`src/hdl/ocht_pkg.sv`:
```
`timescale 1ns / 1ps
// ----------------------------------------------------------------------------
// Ordered chained hash table package
// Field widths, operation codes and status codes shared by the design files.
// ----------------------------------------------------------------------------
package ocht_pkg;

	localparam int KEY_W  = 40;
	localparam int TAG_W  = 64;
	localparam int SEL_W  = 8;
	localparam int BC_W   = 9;
	localparam int CNT_W  = 11;
	localparam int FUNC_W = 3;
	localparam int STAT_W = 2;
	localparam int IN_W   = 112;
	localparam int OUT_W  = 88;

	// Operation codes carried in the input item's tuser.
	localparam logic [FUNC_W-1:0] FN_INSERT = 3'd0;
	localparam logic [FUNC_W-1:0] FN_SEARCH = 3'd1;
	localparam logic [FUNC_W-1:0] FN_DELETE = 3'd2;
	localparam logic [FUNC_W-1:0] FN_COUNT  = 3'd3;
	localparam logic [FUNC_W-1:0] FN_CLEAR  = 3'd4;

	// Result status codes.
	localparam logic [STAT_W-1:0] STAT_DONE = 2'd0;
	localparam logic [STAT_W-1:0] STAT_MISS = 2'd1;
	localparam logic [STAT_W-1:0] STAT_FULL = 2'd2;

	// Register byte addresses.
	localparam logic [1:0] ADDR_BUCKET_COUNT = 2'd0;

endpackage

```
`src/hdl/ocht_mod.sv`:
```
`timescale 1ns / 1ps
// ----------------------------------------------------------------------------
// Key modulo unit
// Restoring remainder unit: one key bit per cycle, remainder ready with a
// one-cycle done pulse.
// ----------------------------------------------------------------------------
module ocht_mod (
	input  logic                      clk,
	input  logic                      arst_n,
	input  logic                      start,
	input  logic [ocht_pkg::KEY_W-1:0] dividend,
	input  logic [ocht_pkg::BC_W-1:0]  divisor,
	output logic                      done,
	output logic [ocht_pkg::BC_W-1:0]  rem
);
	import ocht_pkg::*;

	localparam int CW = $clog2(KEY_W);

	logic [CW-1:0]    cnt_q;
	logic             busy_q;
	logic             done_q;
	logic [KEY_W-1:0] num_q;
	logic [BC_W-1:0]  rem_q;
	logic [BC_W:0]    trial;
	logic [BC_W:0]    diff;
	logic             ge;

	// One subtract and compare per cycle.
	assign trial = {rem_q, num_q[KEY_W-1]};
	assign ge    = trial >= {1'b0, divisor};
	assign diff  = trial - {1'b0, divisor};

	// Iteration control and remainder register.
	always_ff @(posedge clk or negedge arst_n) begin
		if (!arst_n) begin
			cnt_q  <= '0;
			busy_q <= 1'b0;
			done_q <= 1'b0;
		end else begin
			done_q <= 1'b0;
			if (start) begin
				cnt_q  <= '0;
				busy_q <= 1'b1;
			end else if (busy_q) begin
				cnt_q <= cnt_q + 1'b1;
				if (cnt_q == CW'(KEY_W - 1)) begin
					busy_q <= 1'b0;
					done_q <= 1'b1;
				end
			end
		end
	end

	always_ff @(posedge clk) begin
		if (start) begin
			num_q <= dividend;
			rem_q <= '0;
		end else if (busy_q) begin
			num_q <= {num_q[KEY_W-2:0], 1'b0};
			rem_q <= ge ? diff[BC_W-1:0] : trial[BC_W-1:0];
		end
	end

	assign done = done_q;
	assign rem  = rem_q;

endmodule

```
`config.mk`:
```
export PLATFORM = sky130hd
export DESIGN_NAME = ocht_mod
export DESIGN_NICKNAME = d
export VERILOG_FILES = /design/src/hdl/ocht_pkg.sv /design/src/hdl/ocht_mod.sv
export SDC_FILE = /design/constraint.sdc
export NUM_CORES = 1
export LEC_CHECK = 0
export BUFFER_PORTS_ARGS = -buffer_cell sky130_fd_sc_hd__buf_2
export CORE_MARGIN = 10
export CORE_UTILIZATION = 54
export CTS_BUF_LIST = sky130_fd_sc_hd__clkbuf_8 sky130_fd_sc_hd__clkbuf_16
export DETAILED_ROUTE_END_ITERATION = 16
export PLACE_DENSITY = 0.79
export SLEW_MARGIN = 20
export SYNTH_ARGS = -nofsm -noshare
export SYNTH_HDL_FRONTEND = slang
export SYNTH_SLANG_ARGS = --single-unit
```
`constraint.sdc`:
```
create_clock -name clk -period 3.15 [get_ports clk]
set_input_delay 0.315 -clock clk [delete_from_list [all_inputs] [get_ports clk]]
set_output_delay 0.315 -clock clk [all_outputs]
set_load 0.005 [all_outputs]
```
* Yosys cells after proc, flatten, opt, wreduce, memory -nomap -nowiden
Cells that the tools add are included.
Word-level totals: flip-flop bits (word level) 57, output and inout port bits 10
Cells by class: add/subtract/negate cells 2, order comparisons 1, equality and inequality tests 1, mux-type cells 11, reductions and logical operators 1
Operators with widths (count):
- 40-bit 2-to-1 mux | 2
- 6-bit 2-to-1 mux | 2
- 10-bit by 9-bit >= comparator with 1-bit output | 1
- 9-bit 2-to-1 mux | 1
- 9-bit subtractor | 1
- 6-bit by 1-bit adder with 6-bit output (second input constant) | 1
- 6-bit equality test (second input constant) | 1
- 1-bit 2-to-1 mux | 6
- 2-bit nonzero test | 1

* Depth between registers and ports, before layout
Gate-level depths: netlist of run 1.
depth after elaboration 4, mapped depth 9, gate-level depth less buffers 9

* Worst setup path before layout of run 1
Ideal clock, no wire load.
path kind register to register, start register num_q[39], end register rem_q[1] (netlist: rem[1]), library setup time 0.086 ns, data arrival time 2.165 ns, data required time 3.064 ns, path slack 0.899 ns, cell stages (with the launch flop) 10, path buffers 0, path through edfxtp_1 > inv_1 > ha_1 > inv_1 > fa_1 > a211oi_1 > o21a_1 > o211ai_2 > mux2i_1 > a211oi_1
Between the ends: longest elaborated chain between the ends 2
Ends and longest elaborated chain:
- start: declaration | line ocht_mod.sv:23 | logic [KEY_W-1:0] num_q;
- start signal: assignment | line ocht_mod.sv:57 | num_q <= dividend;
- start signal: assignment | line ocht_mod.sv:60 | num_q <= {num_q[KEY_W-2:0], 1'b0};
- 9-bit subtractor or 10-bit by 9-bit >= comparator with 1-bit output (tied branches) | line ocht_mod.sv:32, ocht_mod.sv:31
- 9-bit 2-to-1 mux (*) | line ocht_mod.sv:61 | rem_q <= ge ? diff[BC_W-1:0] : trial[BC_W-1:0];
- end signal: assignment | line ocht_mod.sv:61
- end: declaration | line ocht_mod.sv:24 | logic [BC_W-1:0] rem_q;
Mark *: on every way between the ends. The rest lies on a longest branch, timed or not. A chain may end at the register's enable or synchronous reset.

* Worst setup path in the final report of run 1
start register num_q[39], end register rem_q[3] (netlist: rem[3])
The elaborated chain is that of the path after synthesis.

==> metrics.txt, run 1 <==
number of flops mapped to enable cells by yosys 40; worst-path fanout max 7; DRT Wirelength 5810 µm; DRC 0; vias post-DR 1985; drt pass-1 iters 4; outcome completed; GP Congestion 0.864; Synth Instances 227; Syn Area/Cell 12.8 µm²; unrepaired setup endpoints after global routing false; die height 93.3 µm; type of the worst min-delay path input pin to flip-flop; Synth Cell Area 2900 µm²; TritonCTS Buffers 9; Post-synth ARST share 14.0%; CTS hold repair buffers 1; syn nets 290; setup violators final 0; Setup Buffers After CTS 0; clock root buffer master clkbuf_8; area leader, netlist edfxtp_1; CP startpoint kind flip-flop; WS Path Type flip-flop to flip-flop; Max Freq 383 MHz; largest net degree at the start of global routing 41; DRT iter0 DRCs 74; Post-synth top cells edfxtp_1, mux2_2, nor2_1; gr ovfl total 0; Initial Util 56.1%; clock sink total 57; Worst R2R Setup Slack 0.54 ns; Final #Nets 356; core region area 5170 µm²; antenna violations before repair 0; GRT Total Usage 13.7%; Worst Path Required 3.38 ns; Clk Latency, worst-skew pair 0.33 ns; gr busiest metal met2; grt met1 use 15.6%; period utilization 82.9%; DIE AREA 8710 µm²; vias in the first global route 2070; register bit total from synthesis 57; Post-DRT Antenna Nets 0; top-count cell post-synth edfxtp_1; Final Skew 0.00518 ns; # H-tree levels 3; Pleak 1.51 nW; share of layout cells above drive strength 1 40.6%; grt met3 use 6.00%; PortBufs 61; post_cts resized 0; TritonCTS clock tree done; I/O pin count 62; Hold WS 0.284 ns; top cells by area, synth edfxtp_1, mux2_2, dfrtp_1, dfxtp_1, ha_1; setup_tns 0 ns; YS warnings 0; share of the synthesized area in the top cell type 41.4%; final slew viol count 0; P per Cell Area 642 nW/µm²; post-synthesis sequential area ratio 54.5%; Area Overhead vs Synth 20.2%; final hold violation count 0; clk slew on worst S/H paths 0.07 ns; die width 93.3 µm; Post-synth top flop edfxtp_1; max-cap viol count 0; headroom to the max-slew limit 65.4%; Arrival @ worst endpoint 2.84 ns; global-route wire length before repair 9460 µm; Layout Cells excl Fill 368; Setup crit end kind flip-flop; Max VDD drop 355 µV; Worst Tran Pin Value 0.516 ns; DP Wirelength 4180 µm; DP Cell Count 351; diodes inserted 0; fin crit period 2.61 ns; Unique masters post-synth 42; WL/cell 15.8 µm; via density per instance 5.39; clock buffer depth 2; Site Rows 26; M2 GR Usage 21.5%
## cell type report
type / instances / area (µm²)
Multi-Input combinational cell: 147 / 1230
Inverter: 13 / 48.8
Fill cell: 413 / 1680
Sequential cell: 57 / 1580
Timing Repair Buffer: 65 / 338
Clock buffer: 11 / 151
Clock inverter: 5 / 48.8
Tap cell: 70 / 87.6
## report_power, final
part	switching (W)	total, W	internal (W)	leakage (nW)
Sequential	0.0000616	0.000967	0.000905	0.603
Combinational	0.000305	0.000597	0.000292	0.801
Clock	0.000276	0.000676	0.000400	0.106
## registers in the layout, summed over array words and instances (netlist names)
name and cells:
done 1, cnt_q 6, busy_q 1, rem 9, num_q 40
## cell families (layout without fill, tap and decap cells)
| logic type | after synthesis | after routing | synth area share [%] |
|---|---|---|---|
| buffers and inverters | 23 | 94 | 3.02 |
| AND/OR/NAND/NOR | 49 | 49 | 9.10 |
| flip-flops | 57 | 57 | 54.5 |
| multiplexers | 46 | 46 | 17.5 |
| XOR/XNOR | 8 | 8 | 2.41 |
| AO/OA/AOI/OAI | 33 | 33 | 8.45 |
| adder cells (fa/ha/maj) | 11 | 11 | 5.00 |
## metrics by stage
step / total power, W / worst slack [ns] / instance area, µm² / util, %
floorplan: 0.00141 / 0.899 / 2900 / -
finish: 0.00224 / 0.539 / 3490 / 67.5
CTS: 0.00226 / 0.566 / 3490 / 67.5
global route: 0.00236 / 0.399 / 3490 / 67.5
global placement: 0.00156 / 0.736 / 3280 / 63.4
detailed placement: 0.00158 / 0.615 / 3280 / 63.4
## cell usage in the layout (no fill, tap or decap), types with 5 or more instances in the layout
cell type / n
buf_2: 61
edfxtp_1: 40
mux2_2: 39
nor2_1: 17
inv_1: 15
clkbuf_8: 11
ha_1: 10
dfxtp_1: 9
a21oi_1: 8
dfrtp_1: 8
nand2_1: 7
mux2i_1: 7
a211oi_1: 7
xor2_1: 6
nand3_1: 5
## critical path, cell delays in order (launching register included)
cell and delay, ns:
edfxtp_1 0.38, inv_1 0.07, ha_1 0.15, inv_1 0.05
fa_1 0.39, a211oi_1 0.50, o21a_1 0.30, o211ai_2 0.24
mux2i_1 0.19, a211oi_1 0.25
## final timing paths
| check | from | to | cells past startpoint |
|---|---|---|---|
| worst max-delay path | num_q[39] | rem[3] | 9 |
| worst min-delay path | dividend[14] | num_q[14] | 2 |
| worst max register to register | num_q[39] | rem[3] | 9 |
| worst min register to register | rem[7] | rem[7] | 2 |
| max in group asynchronous | arst_n | busy_q | 2 |
| min in group asynchronous | arst_n | cnt_q[2] | 2 |
## metal layers
layer  wire (µm)  vias up
met5           0        -
li1            -      984
met1        2490      946
met2        2860       46
met3         386        9
met4          72        0
Power figures use the tool's default switching activity.
==> inputs of run 2 (changes only) <==
Settings changed: ABC_AREA set to 1, CORE_UTILIZATION 54 to 55, PLACE_DENSITY 0.79 to 0.8.
Clock period 3.15 ns to 2.67 ns, I/O delays scaled along.
==> run 2 against run 1 <==
Compared with the run above:
- routed wire length rose by 6.8%
- flip-flop and latch count did not move
- clock-buffer cell count fell by 2
- cell count rose by 40%
- synthesized cell count rose by 66%
- clock power rose by 11%
- fmax rose by 40%
- global-route usage rose by 1.3 points
- register-to-register slack improved by 0.27 ns
==> metrics.txt, run 2 <==
outcome completed; critical path launch point num_q[39]; final hold violation count 0 (unchanged); unrepaired setup endpoints after global routing false; clock group share of total power 27.6% (-2.6 points); reg2reg start num_q[39]; syn nets 439 (+51%); DP Wirelength 4660 µm (+11%); I/O pin count 62 (unchanged); switching power 0.000899 W (+40%); # H-tree levels 3 (unchanged); Syn Area/Cell 8.02 µm² (-37%); headroom to the max-slew limit 54.9% (-11 points); DRT Wirelength 6200 µm (+6.8%); clk slew on worst S/H paths 0.06 ns (about the same); top-count cell post-synth nand2_1; top cells by area, synth edfxtp_1, nand2_1, dfrtp_1, dfxtp_1, inv_1; vias post-DR 2491 (+25%); PortBufs 61 (unchanged); Post-synth top cells nand2_1, edfxtp_1, inv_1; Final Skew 0.00723 ns (+0.00205 ns); fin crit period 1.87 ns (-0.745 ns); gr ovfl total 0 (unchanged); Initial Util 57.9% (+1.8 points); Final #Nets 504 (+42%); YS warnings 0 (unchanged); diodes inserted 0 (unchanged); r2r worst-path depth 11 (+2); internal power 0.00183 W (+14%); GRT Total Usage 15.0% (+1.3 points); WS Path Type flip-flop to flip-flop; Max VDD drop 410 µV (+15%); GP Congestion 0.900 (+4.1%); Worst Path Required 2.94 ns (-0.44 ns); Synth Instances 376 (+66%); Arrival @ worst endpoint 2.13 ns (-0.71 ns); Max Freq 536 MHz (+40%); fin util 68.9% (+1.5 points); number of flops mapped to enable cells by yosys 40 (unchanged); setup_tns 0 ns (unchanged); setup violators final 0 (unchanged); Post-synth ARST share 14.0% (unchanged); post-synthesis sequential area ratio 52.5% (-2.0 points); P per Cell Area 760 nW/µm² (+18%); DRC 0 (unchanged); die height 94.0 µm (+0.77%); most frequent cells in the layout nand2_1, buf_2, inv_1, edfxtp_1, nand3_1; Site Rows 26 (unchanged); drt pass-1 iters 4 (unchanged); antenna violations before repair 0 (unchanged); share of the synthesized area in the top cell type 39.9% (-1.5 points); Unique masters post-synth 26 (-38%); clock buffer depth 2 (unchanged); max-cap viol count 0 (unchanged); core region area 5200 µm² (+0.63%); type of the worst min-delay path input pin to flip-flop; DIE AREA 8840 µm² (+1.5%); most common cell after layout, fill and taps aside nand2_1; Min-Delay Path Depth 3 (+1); Post-DRT Antenna Nets 0 (unchanged); Worst Tran Pin Value 0.674 ns (+0.159 ns); worst-path fanout max 10 (+3); Area Overhead vs Synth 19.0%; Synth Cell Area 3010 µm² (+3.8%); via density per instance 4.83 (-11%); DRT iter0 DRCs 94 (+27%); switching fraction of total power 33.0% (+4.3 points); TritonCTS clock tree done; Setup Buffers After CTS 0 (unchanged); Largest register FFs 40 (unchanged); CP startpoint kind flip-flop; share of layout cells above drive strength 1 18.6% (-22 points); fill count 438 (+6.1%); Hold Crit Start dividend[0]; die width 94.0 µm (+0.77%); Post-synth top flop edfxtp_1; clock root buffer master clkbuf_8; WL/cell 12.0 µm (-24%); final slew viol count 0 (unchanged); register bit total from synthesis 57 (unchanged); global-route wire length before repair 10900 µm (+15%); clock sink total 57 (unchanged); Clk Latency, worst-skew pair 0.33 ns (about the same); Hold WS 0.199 ns (-0.0858 ns); Sequential Power Share 42.0% (-1.2 points); Top reg by flops num_q; combinational power share 30.4% (+3.8 points); TritonCTS Buffers 9 (unchanged); period utilization 69.9% (-13 points); Pleak 1.95 nW (+29%); largest net degree at the start of global routing 42 (+2.4%); area leader, netlist edfxtp_1; Setup crit end kind flip-flop; vias in the first global route 2535 (+22%)
==> run 2: changes by cell type after synthesis, sizes merged, moves of 6 or more <==
| cell | previous run | this run |
|---|---|---|
| nand3 | 5 | 27 |
| a211oi | 7 | 0 |
| mux2 | 39 | 0 |
| nand2 | 7 | 192 |
| xor2 | 6 | 0 |
| mux2i | 7 | 0 |
| inv | 13 | 40 |
==> run 2: worst paths after layout <==
kind                            slack, ns       end
worst min-delay path                 0.20  num_q[0]
min in group asynchronous            0.30  cnt_q[4]
worst min register to register       0.50    rem[7]
worst max-delay path                 0.80    rem[6]
worst max register to register       0.80    rem[6]
max in group asynchronous            2.20  cnt_q[0]
==> run 2: metal layers <==
layer	track usage [%]	vias up	part of all wire (%)
li1	-	1316	-
met1	18.2	1108	45
met2	24.0	59	48
met3	4.80	8	6.0
met4	6.20	0	1.5
met5	0	-	0
==> run 2: power by group through the flow <==
stage               registers (W)  logic, W  clock network (W)
finish                    0.00115  0.000828           0.000752
CTS                       0.00115  0.000831           0.000765
floorplan                 0.00115  0.000638                  0
detailed placement        0.00117  0.000825                  0
global route              0.00116  0.000949           0.000798
global placement          0.00116  0.000805                  0
==> run 2: stage by stage <==
step	power (W)	instances	area, µm²	setup slack [ns]
2_1_floorplan	0.00178	376	3010	0.793
4_1_cts	0.00274	516	3590	0.807
5_1_grt	0.00291	516	3590	0.629
3_3_place_gp	0.00197	499	3390	0.899
6_report	0.00273	516	3590	0.804
3_5_place_dp	0.00199	499	3390	0.836
==> run 2: final cells by class <==
cell class | instances | area (µm²) | share of cell area (%)
multi-input cells | 266 | 1220 | 34.0
clock inverters | 7 | 61.3 | 1.71
clock buffers | 9 | 124 | 3.45
inverters | 41 | 154 | 4.29
well taps | 70 | 87.6 | 2.44
repair buffers | 66 | 358 | 9.98
flip-flops and latches | 57 | 1580 | 44.1
==> run 2: worst max-delay path, stage by stage (launching register included) <==
cell	delay (ns)
edfxtp_1	0.35
inv_1	0.08
ha_1	0.14
inv_1	0.07
fa_1	0.42
nand4_1	0.14
nand2_1	0.11
nand2_4	0.16
nand2_8	0.08
nand2_1	0.07
nand3_1	0.07
nand2_1	0.10
==> run 2: logic make-up after synthesis <==
logic type               Yosys count  synth area share, %
AO/OA/AOI/OAI                     10                 1.91
buffers and inverters             53                 7.01
adder cells (fa/ha/maj)           11                 4.82
XOR/XNOR                           3                0.872
flip-flops                        57                 52.5
AND/OR/NAND/NOR                  242                 32.9
==> run 2: repair_timing <==
| action | 4_1_cts | 5_1_grt |
|---|---|---|
| gates resized for setup | 0 | 0 |
| endpoints found under the setup margin | 0 | 0 |
| hold buffers | 1 | 0 |
| hold endpoints to repair | 8 | 0 |
